<file path="src/rtl/core/arithmetic_coder_encoder_assert.svh">
// Assertion macros shared by the divider and datapath modules of the arithmetic coder encoder.
`ifndef ARITHMETIC_CODER_ENCODER_ASSERT_SVH
`define ARITHMETIC_CODER_ENCODER_ASSERT_SVH

// The consequent must hold in the same cycle as the antecedent.
`define ACE_ASSERT_IMPL(name, clk, rst, ante, cons) \
  name: assert property (@(posedge clk) disable iff (rst) (ante) |-> (cons)) \
    else $error("assertion failed");

// The consequent must hold in the cycle after the antecedent.
`define ACE_ASSERT_NEXT(name, clk, rst, ante, cons) \
  name: assert property (@(posedge clk) disable iff (rst) (ante) |=> (cons)) \
    else $error("assertion failed");

`endif

</file>
<file path="src/rtl/core/ace_pkg.sv">
// Package with constants and types of the arithmetic coder encoder.
package ace_pkg;

  localparam int RANGE_BITS_DEF = 32;
  localparam int CNT_W          = 16;
  localparam int FOLLOW_W       = 6;
  localparam int IN_DATA_W      = 32;
  localparam int OUT_DATA_W     = 8;
  localparam int CFG_ADDR_W     = 3;
  localparam int CFG_DATA_W     = 32;

  localparam logic [FOLLOW_W-1:0] PENDING_MAX = 6'd62;
  localparam logic [CNT_W-1:0]    TOTAL_RESET = 16'd1;
  localparam logic [0:0]          REG_TOTAL_COUNT = 1'b0;

  typedef enum logic [3:0] {
    ST_IDLE,
    ST_MUL_HI,
    ST_MUL_LO,
    ST_DIV_LOAD,
    ST_DIV_WAIT,
    ST_UPDATE,
    ST_RENORM,
    ST_SHRINK,
    ST_FINISH
  } ctrl_state_t;

  typedef struct packed {
    logic load;
    logic mul_hi;
    logic mul_lo;
    logic div_start;
    logic update;
    logic emit;
    logic shrink;
    logic finish;
  } ace_cmd_t;

  typedef struct packed {
    logic in_finish;
    logic in_empty;
    logic div_busy;
    logic emit_cond;
    logic shrink_cond;
    logic out_free;
  } ace_status_t;

endpackage

</file>
<file path="src/rtl/core/ace_div.sv">
// Two-lane restoring divider, one quotient bit per lane per cycle.
`include "arithmetic_coder_encoder_assert.svh"

module ace_div #(
  parameter int QW = ace_pkg::RANGE_BITS_DEF + 1,
  parameter int DW = ace_pkg::CNT_W
) (
  input  logic             clk,
  input  logic             rst,
  input  logic             start,
  input  logic [QW+DW-1:0] dividend_a,
  input  logic [QW+DW-1:0] dividend_b,
  input  logic [DW-1:0]    divisor,
  output logic             busy,
  output logic [QW-1:0]    quot_a,
  output logic [QW-1:0]    quot_b
);

  localparam int CW = $clog2(QW + 1);

  logic [DW-1:0]    dvsr;
  logic [CW-1:0]    count;
  logic [DW-1:0]    rem [2];
  logic [QW-1:0]    quo [2];
  logic [DW-1:0]    rem_next [2];
  logic [QW-1:0]    quo_next [2];
  logic [QW+DW-1:0] dividend [2];

  assign dividend[0] = dividend_a;
  assign dividend[1] = dividend_b;

  always_comb begin
    logic [DW+1:0] diff;
    logic          ge;
    for (int i = 0; i < 2; i++) begin
      diff = {1'b0, rem[i], quo[i][QW-1]} - {2'b00, dvsr};
      ge   = !diff[DW+1];
      rem_next[i] = ge ? diff[DW-1:0] : {rem[i][DW-2:0], quo[i][QW-1]};
      quo_next[i] = {quo[i][QW-2:0], ge};
    end
  end

  always_ff @(posedge clk) begin
    if (rst) begin
      count <= '0;
    end else if (start) begin
      count <= CW'(QW);
    end else if (busy) begin
      count <= count - CW'(1);
    end
  end

  always_ff @(posedge clk) begin
    if (start) begin
      dvsr <= divisor;
      for (int i = 0; i < 2; i++) begin
        rem[i] <= dividend[i][QW+DW-1:QW];
        quo[i] <= dividend[i][QW-1:0];
      end
    end else if (busy) begin
      for (int i = 0; i < 2; i++) begin
        rem[i] <= rem_next[i];
        quo[i] <= quo_next[i];
      end
    end
  end

  assign busy   = (count != '0);
  assign quot_a = quo[0];
  assign quot_b = quo[1];

  `ACE_ASSERT_IMPL(a_start_idle, clk, rst, start, !busy)

endmodule

</file>
<file path="src/rtl/core/ace_datapath.sv">
// Datapath of the arithmetic coder encoder: interval state, scaling and output register.
`include "arithmetic_coder_encoder_assert.svh"

module ace_datapath #(
  parameter int RANGE_BITS = ace_pkg::RANGE_BITS_DEF
) (
  input  logic                            clk,
  input  logic                            rst,
  input  ace_pkg::ace_cmd_t               cmd,
  output ace_pkg::ace_status_t            status,
  input  logic [ace_pkg::CNT_W-1:0]       total_count,
  input  logic [0:0]                      s_tuser,
  input  logic [ace_pkg::IN_DATA_W-1:0]   s_tdata,
  output logic                            m_tvalid,
  input  logic                            m_tready,
  output logic [ace_pkg::OUT_DATA_W-1:0]  m_tdata,
  output logic                            m_tlast
);

  localparam int SW = RANGE_BITS + 1;
  localparam int CW = ace_pkg::CNT_W;
  localparam int PW = SW + CW;
  localparam int FW = ace_pkg::FOLLOW_W;

  localparam logic [SW-1:0] WHOLE   = SW'(1) << RANGE_BITS;
  localparam logic [SW-1:0] HALF    = SW'(1) << (RANGE_BITS - 1);
  localparam logic [SW-1:0] QUARTER = SW'(1) << (RANGE_BITS - 2);
  localparam logic [SW-1:0] THREE_Q = SW'(3) << (RANGE_BITS - 2);

  logic [SW-1:0] range_low;
  logic [SW-1:0] range_high;
  logic [FW-1:0] pending_bits;
  logic [SW-1:0] interval;
  logic [CW-1:0] ch;
  logic [CW-1:0] cl;
  logic [CW-1:0] divisor;
  logic [PW-1:0] prod_hi;
  logic [PW-1:0] prod_lo;
  logic [SW-1:0] quot_hi;
  logic [SW-1:0] quot_lo;
  logic          div_busy;
  logic          out_bit;
  logic [FW-1:0] out_follow;

  logic [CW-1:0] tot_eff;
  logic [CW-1:0] cum_low;
  logic [CW-1:0] cum_high;
  logic [CW-1:0] ch_c;
  logic [CW-1:0] cl_c;
  logic [CW-1:0] mul_b;
  logic [PW-1:0] mul_p;
  logic          low_side;
  logic [SW-1:0] low_m_half;
  logic [SW-1:0] high_m_half;
  logic [SW-1:0] low_m_q;
  logic [SW-1:0] high_m_q;
  logic [SW-1:0] em_low;
  logic [SW-1:0] em_high;
  logic [SW-1:0] sh_low;
  logic [SW-1:0] sh_high;
  logic          emit_cond;
  logic          next_emit;

  assign cum_low  = s_tdata[CW-1:0];
  assign cum_high = s_tdata[2*CW-1:CW];
  assign tot_eff  = (total_count == '0) ? CW'(1) : total_count;
  assign ch_c     = (cum_high > tot_eff) ? tot_eff : cum_high;
  assign cl_c     = (cum_low > ch_c) ? ch_c : cum_low;

  assign mul_b = cmd.mul_hi ? ch : cl;
  assign mul_p = interval * mul_b;

  assign low_side    = range_high < HALF;
  assign low_m_half  = range_low - HALF;
  assign high_m_half = range_high - HALF;
  assign low_m_q     = range_low - QUARTER;
  assign high_m_q    = range_high - QUARTER;
  assign em_low      = low_side ? {range_low[SW-2:0], 1'b0} : {low_m_half[SW-2:0], 1'b0};
  assign em_high     = low_side ? {range_high[SW-2:0], 1'b0} : {high_m_half[SW-2:0], 1'b0};
  assign sh_low      = {low_m_q[SW-2:0], 1'b0};
  assign sh_high     = {high_m_q[SW-2:0], 1'b0};
  assign emit_cond   = low_side || (range_low > HALF);
  assign next_emit   = (em_high < HALF) || (em_low > HALF);

  ace_div #(
    .QW (SW),
    .DW (CW)
  ) u_div (
    .clk        (clk),
    .rst        (rst),
    .start      (cmd.div_start),
    .dividend_a (prod_hi),
    .dividend_b (prod_lo),
    .divisor    (divisor),
    .busy       (div_busy),
    .quot_a     (quot_hi),
    .quot_b     (quot_lo)
  );

  always_ff @(posedge clk) begin
    if (cmd.load) begin
      ch       <= ch_c;
      cl       <= cl_c;
      divisor  <= tot_eff;
      interval <= range_high - range_low;
    end
    if (cmd.mul_hi) begin
      prod_hi <= mul_p;
    end
    if (cmd.mul_lo) begin
      prod_lo <= mul_p;
    end
  end

  always_ff @(posedge clk) begin
    if (rst) begin
      range_low    <= '0;
      range_high   <= WHOLE;
      pending_bits <= '0;
    end else if (cmd.update) begin
      range_high <= range_low + quot_hi;
      range_low  <= range_low + quot_lo;
    end else if (cmd.emit) begin
      range_low    <= em_low;
      range_high   <= em_high;
      pending_bits <= '0;
    end else if (cmd.shrink) begin
      range_low  <= sh_low;
      range_high <= sh_high;
      if (pending_bits < ace_pkg::PENDING_MAX) begin
        pending_bits <= pending_bits + FW'(1);
      end
    end else if (cmd.finish) begin
      range_low    <= '0;
      range_high   <= WHOLE;
      pending_bits <= '0;
    end
  end

  always_ff @(posedge clk) begin
    if (cmd.emit) begin
      out_bit    <= !low_side;
      out_follow <= pending_bits;
      m_tlast    <= !next_emit;
    end else if (cmd.finish) begin
      out_bit    <= (range_low > QUARTER);
      out_follow <= (pending_bits >= ace_pkg::PENDING_MAX) ? ace_pkg::PENDING_MAX
                                                           : pending_bits + FW'(1);
      m_tlast    <= 1'b1;
    end
  end

  always_ff @(posedge clk) begin
    if (rst) begin
      m_tvalid <= 1'b0;
    end else if (cmd.emit || cmd.finish) begin
      m_tvalid <= 1'b1;
    end else if (m_tready) begin
      m_tvalid <= 1'b0;
    end
  end

  assign m_tdata = {(ace_pkg::OUT_DATA_W - FW - 1)'(0), out_follow, out_bit};

  assign status.in_finish   = s_tuser[0];
  assign status.in_empty    = (cl_c >= ch_c);
  assign status.div_busy    = div_busy;
  assign status.emit_cond   = emit_cond;
  assign status.shrink_cond = (range_low > QUARTER) && (range_high < THREE_Q);
  assign status.out_free    = !m_tvalid || m_tready;

  `ACE_ASSERT_IMPL(a_no_overwrite, clk, rst, cmd.emit || cmd.finish, !m_tvalid || m_tready)
  `ACE_ASSERT_NEXT(a_interval_open, clk, rst, cmd.update, range_high > range_low)
  `ACE_ASSERT_IMPL(a_pending_cap, clk, rst, 1'b1, pending_bits <= ace_pkg::PENDING_MAX)

endmodule

</file>
<file path="src/rtl/core/ace_ctrl.sv">
// Controller state machine of the arithmetic coder encoder.
module ace_ctrl (
  input  logic                 clk,
  input  logic                 rst,
  input  logic                 s_tvalid,
  output logic                 s_tready,
  input  ace_pkg::ace_status_t status,
  output ace_pkg::ace_cmd_t    cmd
);

  ace_pkg::ctrl_state_t state;
  ace_pkg::ctrl_state_t state_next;

  always_ff @(posedge clk) begin
    if (rst) begin
      state <= ace_pkg::ST_IDLE;
    end else begin
      state <= state_next;
    end
  end

  always_comb begin
    state_next = state;
    cmd        = '0;
    s_tready   = 1'b0;
    unique case (state)
      ace_pkg::ST_IDLE: begin
        s_tready = 1'b1;
        if (s_tvalid) begin
          cmd.load = 1'b1;
          if (status.in_finish) begin
            state_next = ace_pkg::ST_FINISH;
          end else if (!status.in_empty) begin
            state_next = ace_pkg::ST_MUL_HI;
          end
        end
      end
      ace_pkg::ST_MUL_HI: begin
        cmd.mul_hi = 1'b1;
        state_next = ace_pkg::ST_MUL_LO;
      end
      ace_pkg::ST_MUL_LO: begin
        cmd.mul_lo = 1'b1;
        state_next = ace_pkg::ST_DIV_LOAD;
      end
      ace_pkg::ST_DIV_LOAD: begin
        cmd.div_start = 1'b1;
        state_next    = ace_pkg::ST_DIV_WAIT;
      end
      ace_pkg::ST_DIV_WAIT: begin
        if (!status.div_busy) begin
          state_next = ace_pkg::ST_UPDATE;
        end
      end
      ace_pkg::ST_UPDATE: begin
        cmd.update = 1'b1;
        state_next = ace_pkg::ST_RENORM;
      end
      ace_pkg::ST_RENORM: begin
        if (!status.emit_cond) begin
          state_next = ace_pkg::ST_SHRINK;
        end else if (status.out_free) begin
          cmd.emit = 1'b1;
        end
      end
      ace_pkg::ST_SHRINK: begin
        if (status.shrink_cond) begin
          cmd.shrink = 1'b1;
        end else begin
          state_next = ace_pkg::ST_IDLE;
        end
      end
      ace_pkg::ST_FINISH: begin
        if (status.out_free) begin
          cmd.finish = 1'b1;
          state_next = ace_pkg::ST_IDLE;
        end
      end
      default: begin
        state_next = ace_pkg::ST_IDLE;
      end
    endcase
  end

endmodule

</file>
<file path="src/rtl/core/arithmetic_coder_encoder.sv">
// Top level of the arithmetic coder encoder with its register port.
// An encode transaction scales the interval with the bit-serial divider, which produces
// one quotient bit per cycle for both scaled bounds at once, then emits runs and applies
// middle-quarter shrinks; a run waits while the output register is full. An empty symbol
// leaves the interval unchanged, and a finish transaction waits for a free output register.
// The next input transaction is taken once the current one is done, even while its last
// result still waits in the output register. total_count may be written only while the
// encoder is idle.
module arithmetic_coder_encoder #(
  parameter int RANGE_BITS = ace_pkg::RANGE_BITS_DEF
) (
  input  logic                            clk,
  input  logic                            rst,
  input  logic                            s_tvalid,
  output logic                            s_tready,
  input  logic [ace_pkg::IN_DATA_W-1:0]   s_tdata,   // cum_low, cum_high
  input  logic [0:0]                      s_tuser,   // action
  output logic                            m_tvalid,
  input  logic                            m_tready,
  output logic [ace_pkg::OUT_DATA_W-1:0]  m_tdata,   // bit_value, follow_count, zero pad
  output logic                            m_tlast,
  input  logic                            psel,
  input  logic                            penable,
  input  logic                            pwrite,
  input  logic [ace_pkg::CFG_ADDR_W-1:0]  paddr,
  input  logic [ace_pkg::CFG_DATA_W-1:0]  pwdata,
  output logic [ace_pkg::CFG_DATA_W-1:0]  prdata,
  output logic                            pready
);

  logic [ace_pkg::CNT_W-1:0] total_count;
  logic                      reg_hit;
  ace_pkg::ace_cmd_t         cmd;
  ace_pkg::ace_status_t      status;

  assign pready  = 1'b1;
  assign reg_hit = (paddr[ace_pkg::CFG_ADDR_W-1:2] == ace_pkg::REG_TOTAL_COUNT);

  always_ff @(posedge clk) begin
    if (rst) begin
      total_count <= ace_pkg::TOTAL_RESET;
    end else if (psel && penable && pwrite && pready && reg_hit) begin
      total_count <= pwdata[ace_pkg::CNT_W-1:0];
    end
  end

  assign prdata = reg_hit ? ace_pkg::CFG_DATA_W'(total_count) : '0;

  ace_ctrl u_ctrl (
    .clk      (clk),
    .rst      (rst),
    .s_tvalid (s_tvalid),
    .s_tready (s_tready),
    .status   (status),
    .cmd      (cmd)
  );

  ace_datapath #(
    .RANGE_BITS (RANGE_BITS)
  ) u_datapath (
    .clk         (clk),
    .rst         (rst),
    .cmd         (cmd),
    .status      (status),
    .total_count (total_count),
    .s_tuser     (s_tuser),
    .s_tdata     (s_tdata),
    .m_tvalid    (m_tvalid),
    .m_tready    (m_tready),
    .m_tdata     (m_tdata),
    .m_tlast     (m_tlast)
  );

endmodule
</file>
<file path="config.mk">
export PLATFORM = sky130hd
export DESIGN_NAME = arithmetic_coder_encoder
export DESIGN_NICKNAME = d
export VERILOG_FILES = /design/src/rtl/core/ace_pkg.sv /design/src/rtl/core/ace_div.sv /design/src/rtl/core/ace_datapath.sv /design/src/rtl/core/ace_ctrl.sv /design/src/rtl/core/arithmetic_coder_encoder.sv
export VERILOG_INCLUDE_DIRS = /design/src /design/src/rtl/core
export SDC_FILE = /design/constraint.sdc
export NUM_CORES = 2
export LEC_CHECK = 0
export BUFFER_PORTS_ARGS = -buffer_cell sky130_fd_sc_hd__buf_2
export CAP_MARGIN = 20
export CORE_AREA = 2 2 337 339
export CTS_CLUSTER_SIZE = 30
export DETAILED_ROUTE_END_ITERATION = 10
export DIE_AREA = 0 0 339 341
export PLACE_DENSITY = 0.49
export SLEW_MARGIN = 15
export SYNTH_ARGS = -nofsm -noshare
export SYNTH_HDL_FRONTEND = slang
export SYNTH_SLANG_ARGS = --single-unit
</file>
<file path="constraint.sdc">
create_clock -name clk -period 29.7 [get_ports clk]
set_clock_uncertainty 0.1 [all_clocks]
set_input_delay 5.94 -clock clk [delete_from_list [all_inputs] [get_ports clk]]
set_output_delay 5.94 -clock clk [all_outputs]
set_load 0.05 [all_outputs]
</file>
==> After elaboration in Yosys (flattened, before gate mapping) <==
Memory sizes are Yosys's and may differ from the RTL's.
Index checks and enable logic that the tools add are counted.
{ "op_classes": {"add_sub_neg": 11, "n_mul": 1, "n_lt_le_gt_ge": 11, "eq_ne": 15, "mux": 62, "n_bitwise": 6, "n_reduce_logical": 24} }
{ "ops": {"columns": ["operator", "n"], "rows": [
  ["33-bit two-way mux", 12],
  ["16-bit two-way mux", 9],
  ["33-bit by 32-bit less-than comparator with 1-bit output, second input constant", 3],
  ["33-bit adder", 2],
  ["33-bit by 32-bit greater-than comparator with 1-bit output, second input constant", 2],
  ["32-bit by 31-bit subtractor with 32-bit output, second input constant", 2],
  ["32-bit subtractor, second input constant", 2],
  ["6-bit two-way mux", 9],
  ["33-bit by 16-bit multiplier with 49-bit output", 1],
  ["4-bit one-hot mux with 9 select lines", 1],
  ["17-bit by 16-bit subtractor with 18-bit output", 2],
  ["33-bit by 31-bit greater-than comparator with 1-bit output, second input constant", 1],
  ["33-bit subtractor", 1],
  ["16-bit greater-than comparator", 2],
  ["4-bit two-way mux", 7],
  ["1-bit two-way mux", 24],
  ["4-bit by 3-bit equality test with 1-bit output, second input constant", 4],
  ["16-bit greater-or-equal comparator", 1],
  ["16-bit zero test", 1],
  ["2-bit inequality test, second input constant", 5],
  ["4-bit by 2-bit equality test with 1-bit output, second input constant", 2],
  ["6-bit by 1-bit adder with 6-bit output, second input constant", 1],
  ["6-bit greater-or-equal comparator, second input constant", 1],
  ["6-bit less-than comparator, second input constant", 1],
  ["other kinds (18)", 34]
]} }
{ "word_totals": {"ff_bits": 302, "ram_bits": 98, "in_bits": 75, "out_inout_bits": 44, "wordCells": 150, "mem_count": 2} }
{ "mem_list": {"columns": ["name", "depth", "width", "rd", "rd_clocked_by_memory_dff", "write_ports", "line", "rtl"], "rows": [
  ["u_datapath.u_div.quo", 2, 33, 2, 0, 2, "ace_div.sv:24", "logic [QW-1:0] quo [2];"],
  ["u_datapath.u_div.rem", 2, 16, 2, 0, 2, "ace_div.sv:23", "logic [DW-1:0] rem [2];"]
]} }

==> Longest topological paths before layout <==
{ "logic_depth": {"depth_word": 11, "mapped_depth": 33, "mapped_depth_nobuf": 31} }

==> Cells and area by module <==
From an unflattened synthesis, not the netlist that was laid out.
{ "unflattened": {"cells_unflattened": 4164, "hier_area_um2": 39744.4} }
{ "modules_own_cells": {"columns": ["module", "n_inst", "cells_per_inst", "area_per_inst_um2", "seq_area_each_um2"], "rows": [
  ["ace_datapath", 1, 3283, 31420.1, 7076.8],
  ["ace_div", 1, 733, 7014.2, 3543.4],
  ["arithmetic_coder_encoder", 1, 106, 982.2, 320.3],
  ["ace_ctrl", 1, 42, 327.8, 80.1]
]} }

==> Worst setup path after synthesis <==
Ideal clock, no wire load.
{ "synth_timing": {"path_kind": "input port to output port", "from": "in paddr[2] (netlist name)", "to": "out prdata[10] (netlist name)", "t_arrival_ns": 6.965, "t_required_ns": 23.660, "path_slack_ns": 16.695, "path_stages": 3, "path_buffers": 2, "path_cell_list": "clkbuf_1 > clkbuf_1 > nor2_1"} }
{ "synth_via": {"elab_chain_cells": 1} }
{ "synth_lines": {"columns": ["element", "line", "rtl"], "rows": [
  ["start, declared", "arithmetic_coder_encoder.sv:25", "input logic [ace_pkg::CFG_ADDR_W-1:0] paddr,"],
  ["16-bit two-way mux", "arithmetic_coder_encoder.sv:47", "assign prdata = reg_hit ? ace_pkg::CFG_DATA_W'(total_count) : '0;"],
  ["end, declared", "arithmetic_coder_encoder.sv:27", "output logic [ace_pkg::CFG_DATA_W-1:0] prdata,"]
]} }
Every way passes these cells.

==> Worst setup path in the final report <==
{ "layout_timing": {"from": "in paddr[2] (netlist name)", "to": "out prdata[14] (netlist name)"} }
Same word-level chain as after synthesis.

==> summary.txt <==
Status - finished, final reports clean
Worst setup EP type - primary output
Top cells by area, synth - edfxtp_1, fa_1, ha_1
CTS tree - built
Setup CP Type - input pin to primary output
EDFF count, synth - 301
GR Util All Layers - 19.1%
Reg-to-Reg Start - u_ctrl.state[0]$_SDFFE_PP0P_
Headroom to the max-slew limit - 24.1%
Final worst-path cycle share - 42.6%
# placed instances - 5,561
Register area share after synthesis - 28.3%
Num CTS Buffers - 42
Period minus WS final - 12,670 ps
Met2 wire length - 53.4 mm
First-pass GRT wire length - 173 mm
Yosys top cell by area - edfxtp_1
# rows - 123
DP Area - 40,900 µm²
Vias per cell - 5.12
Async set-or-reset flop fraction in the synthesized netlist - 0%
Die Span X - 339 µm
Clock root cell - clkbuf_16
Max-cap violations - 0
Final HPWL DP - 81.2 mm
M1 wire length - 49.0 mm
TritonRoute pass-1 iters - 5
Pins Over Slew Limit - 0
Die span in y - 341 µm
H-tree levels - 2
Gpl congestion - 0.829
Post-CTS Setup Bufs - 0
Crit path capture - prdata[14]
Highest metal used - met4
CTS resizes - 0
Share of the synthesized area in the top cell type - 23.2%
Detail Route Antenna Nets - 0
Largest net degree at the start of global routing - 71
CP startpoint - paddr[2]
Final Util - 37.8%
Final wirelength - 109 mm
Critical Path AT - 6630 ps
CTS Hold Buffers Added - 0
Layout overhead on the synthesized area - 8.46%
Reg2reg end - u_datapath.prod_hi[33]$_DFFE_PP_
CP Max Fanout - 18
Synth Instances - 4,132
1st-iter DRT viols - 1,473
Setup TNS - 0 ps
Vias in the first global route - 29.6k
Yosys reg bits - 400
Final Instance Area - 42,300 µm²
Routed vias - 28.9k
RSZ-0062 raised after global routing - false
Die ar. - 116,000 µm²
Synth unique cells - 82
Cell Count, Final, Fillers Out - 5,641
Reg-to-reg slack, setup - 19,960 ps
IO Pins - 119
IO buf count - 82
Grt ovf - 0
Initial core utilization - 34.9%
Fmax - 79.0 MHz
Wire length on met3 - 3.51 mm
Hold Crit Class - register to register
Syn. warnings - 0
Drt wl/cell - 19.3 µm
Avg Synthesized Cell Area - 9.44 µm²
Clock sink total - 400
Later-pin clock latency in the skew report - 600 ps
Core box area - 112,000 µm²
Clock transition at path regs - 70 ps
WP data required - 23,660 ps
Reg2Reg Depth - 24
Netlist Area Pre-Place - 39,000 µm²
Slew @ Worst Pin - 1140 ps
Startpoint types - input pin
DR DRC count - 0
Final setup fails - 0
Dominant synthesized flop cell - edfxtp_1
Final nets - 4,917
Initial antenna violation count - 5
Hold Fails Final Rpt - 0
Fillers - 11.4k
Hold Crit Depth - 0
CTS Buffer Depth - 3
Share of layout cells above drive strength 1 - 5.90%
-- area by class of cell --
cell class | count | area, µm² | area share (%)
Multi-Input combinational cell | 3001 | 25300 | 59.7
Sequential cell | 400 | 11000 | 26.1
Inverter | 543 | 2040 | 4.82
Tap cell | 1500 | 1880 | 4.44
Clock buffer | 52 | 1130 | 2.67
Timing Repair Buffer | 117 | 676 | 1.60
Clock inverter | 26 | 298 | 0.704
Antenna cell | 2 | 5.00 | 0.0118
-- how the worst min path moves through the flow --
stage	slack [ps]	start	to
floorplan	300	u_datapath.divisor[0]$_DFFE_PP_	u_datapath.u_div.dvsr[0]$_DFFE_PP_
global placement	300	u_datapath.divisor[2]$_DFFE_PP_	u_datapath.u_div.dvsr[2]$_DFFE_PP_
detailed placement	310	u_datapath.divisor[15]$_DFFE_PP_	u_datapath.u_div.dvsr[15]$_DFFE_PP_
CTS	320	u_datapath.divisor[15]$_DFFE_PP_	u_datapath.u_div.dvsr[15]$_DFFE_PP_
global route	330	u_datapath.divisor[10]$_DFFE_PP_	u_datapath.u_div.dvsr[10]$_DFFE_PP_
finish	320	u_datapath.divisor[15]$_DFFE_PP_	u_datapath.u_div.dvsr[15]$_DFFE_PP_
-- Yosys cell counts, types with 20 or more instances --
cell type,count
nand2_1,701
inv_1,542
fa_1,437
edfxtp_1,301
ha_1,300
a21oi_1,221
nor2_1,208
clkbuf_1,175
nor2b_1,118
o21ai_0,117
xnor2_1,107
dfxtp_1,99
a21o_1,97
and2_1,81
nor3_1,47
xor2_1,45
o21a_1,39
nand3_1,38
a222oi_1,33
mux2_2,28
nand2b_1,28
a31oi_1,24
mux2i_1,22
o21bai_1,22
a211oi_1,21
buf_4,20
-- metrics by stage --
step,hold WS [ps],setup WS (ps)
floorplan,300,16690
global placement,303,17040
detailed placement,306,17010
CTS,317,17010
global route,326,16970
finish,317,17030
-- metal layers --
layer,vias up,track usage [%]
met5,-,0
met4,0,5.31
met3,116,2.00
met2,467,33.0
met1,14600,25.3
li1,13700,-
-- cells in the final DEF, fill, tap and decap left out, types with 45 or more instances in the layout --
master and instances:
fa_1 437, a21o_1 97, buf_2 81, dfxtp_1 99
xnor2_1 107, o21ai_0 117, nor3_1 46, edfxtp_1 301
nor2b_1 118, a21oi_1 221, ha_1 300, xor2_1 45
and2_1 79, inv_1 542, nor2_1 207, nand2_1 698
-- flip-flops by register name, summed over array words and instances, names as in the netlist --
register	count
u_datapath.prod_lo	49
u_datapath.out_follow	6
u_datapath.u_div.rem	32
u_datapath.pending_bits	6
u_datapath.u_div.count	6
u_ctrl.state	4
total_count	16
u_datapath.prod_hi	49
u_datapath.out_bit	1
u_datapath.range_low	33
u_datapath.u_div.dvsr	16
u_datapath.divisor	16
u_datapath.ch	16
u_datapath.m_tlast	1
u_datapath.m_tvalid	1
u_datapath.u_div.quo	66
u_datapath.interval	33
u_datapath.cl	16
u_datapath.range_high	33
-- cells by family (layout without fill, tap and decap cells) --
family | after synthesis | count (layout) | synth area share, %
other | 2 | 20 | 0.0193
buffers and inverters | 747 | 738 | 7.42
xor gates and xnor gates | 152 | 152 | 3.41
AOI/OAI and AO/OA | 728 | 728 | 12.3
DFF | 400 | 400 | 28.3
muxes | 51 | 51 | 1.43
adders and majority gates | 738 | 738 | 32.1
and+or+nand+nor | 1314 | 1314 | 15.1
-- critical path, stage by stage --
cell    delay, ps
buf_2         230
nor2_1        150
buf_2         280
Power is not shown: default switching activity piles up to over one toggle a cycle in this logic, so the estimate is an artifact.
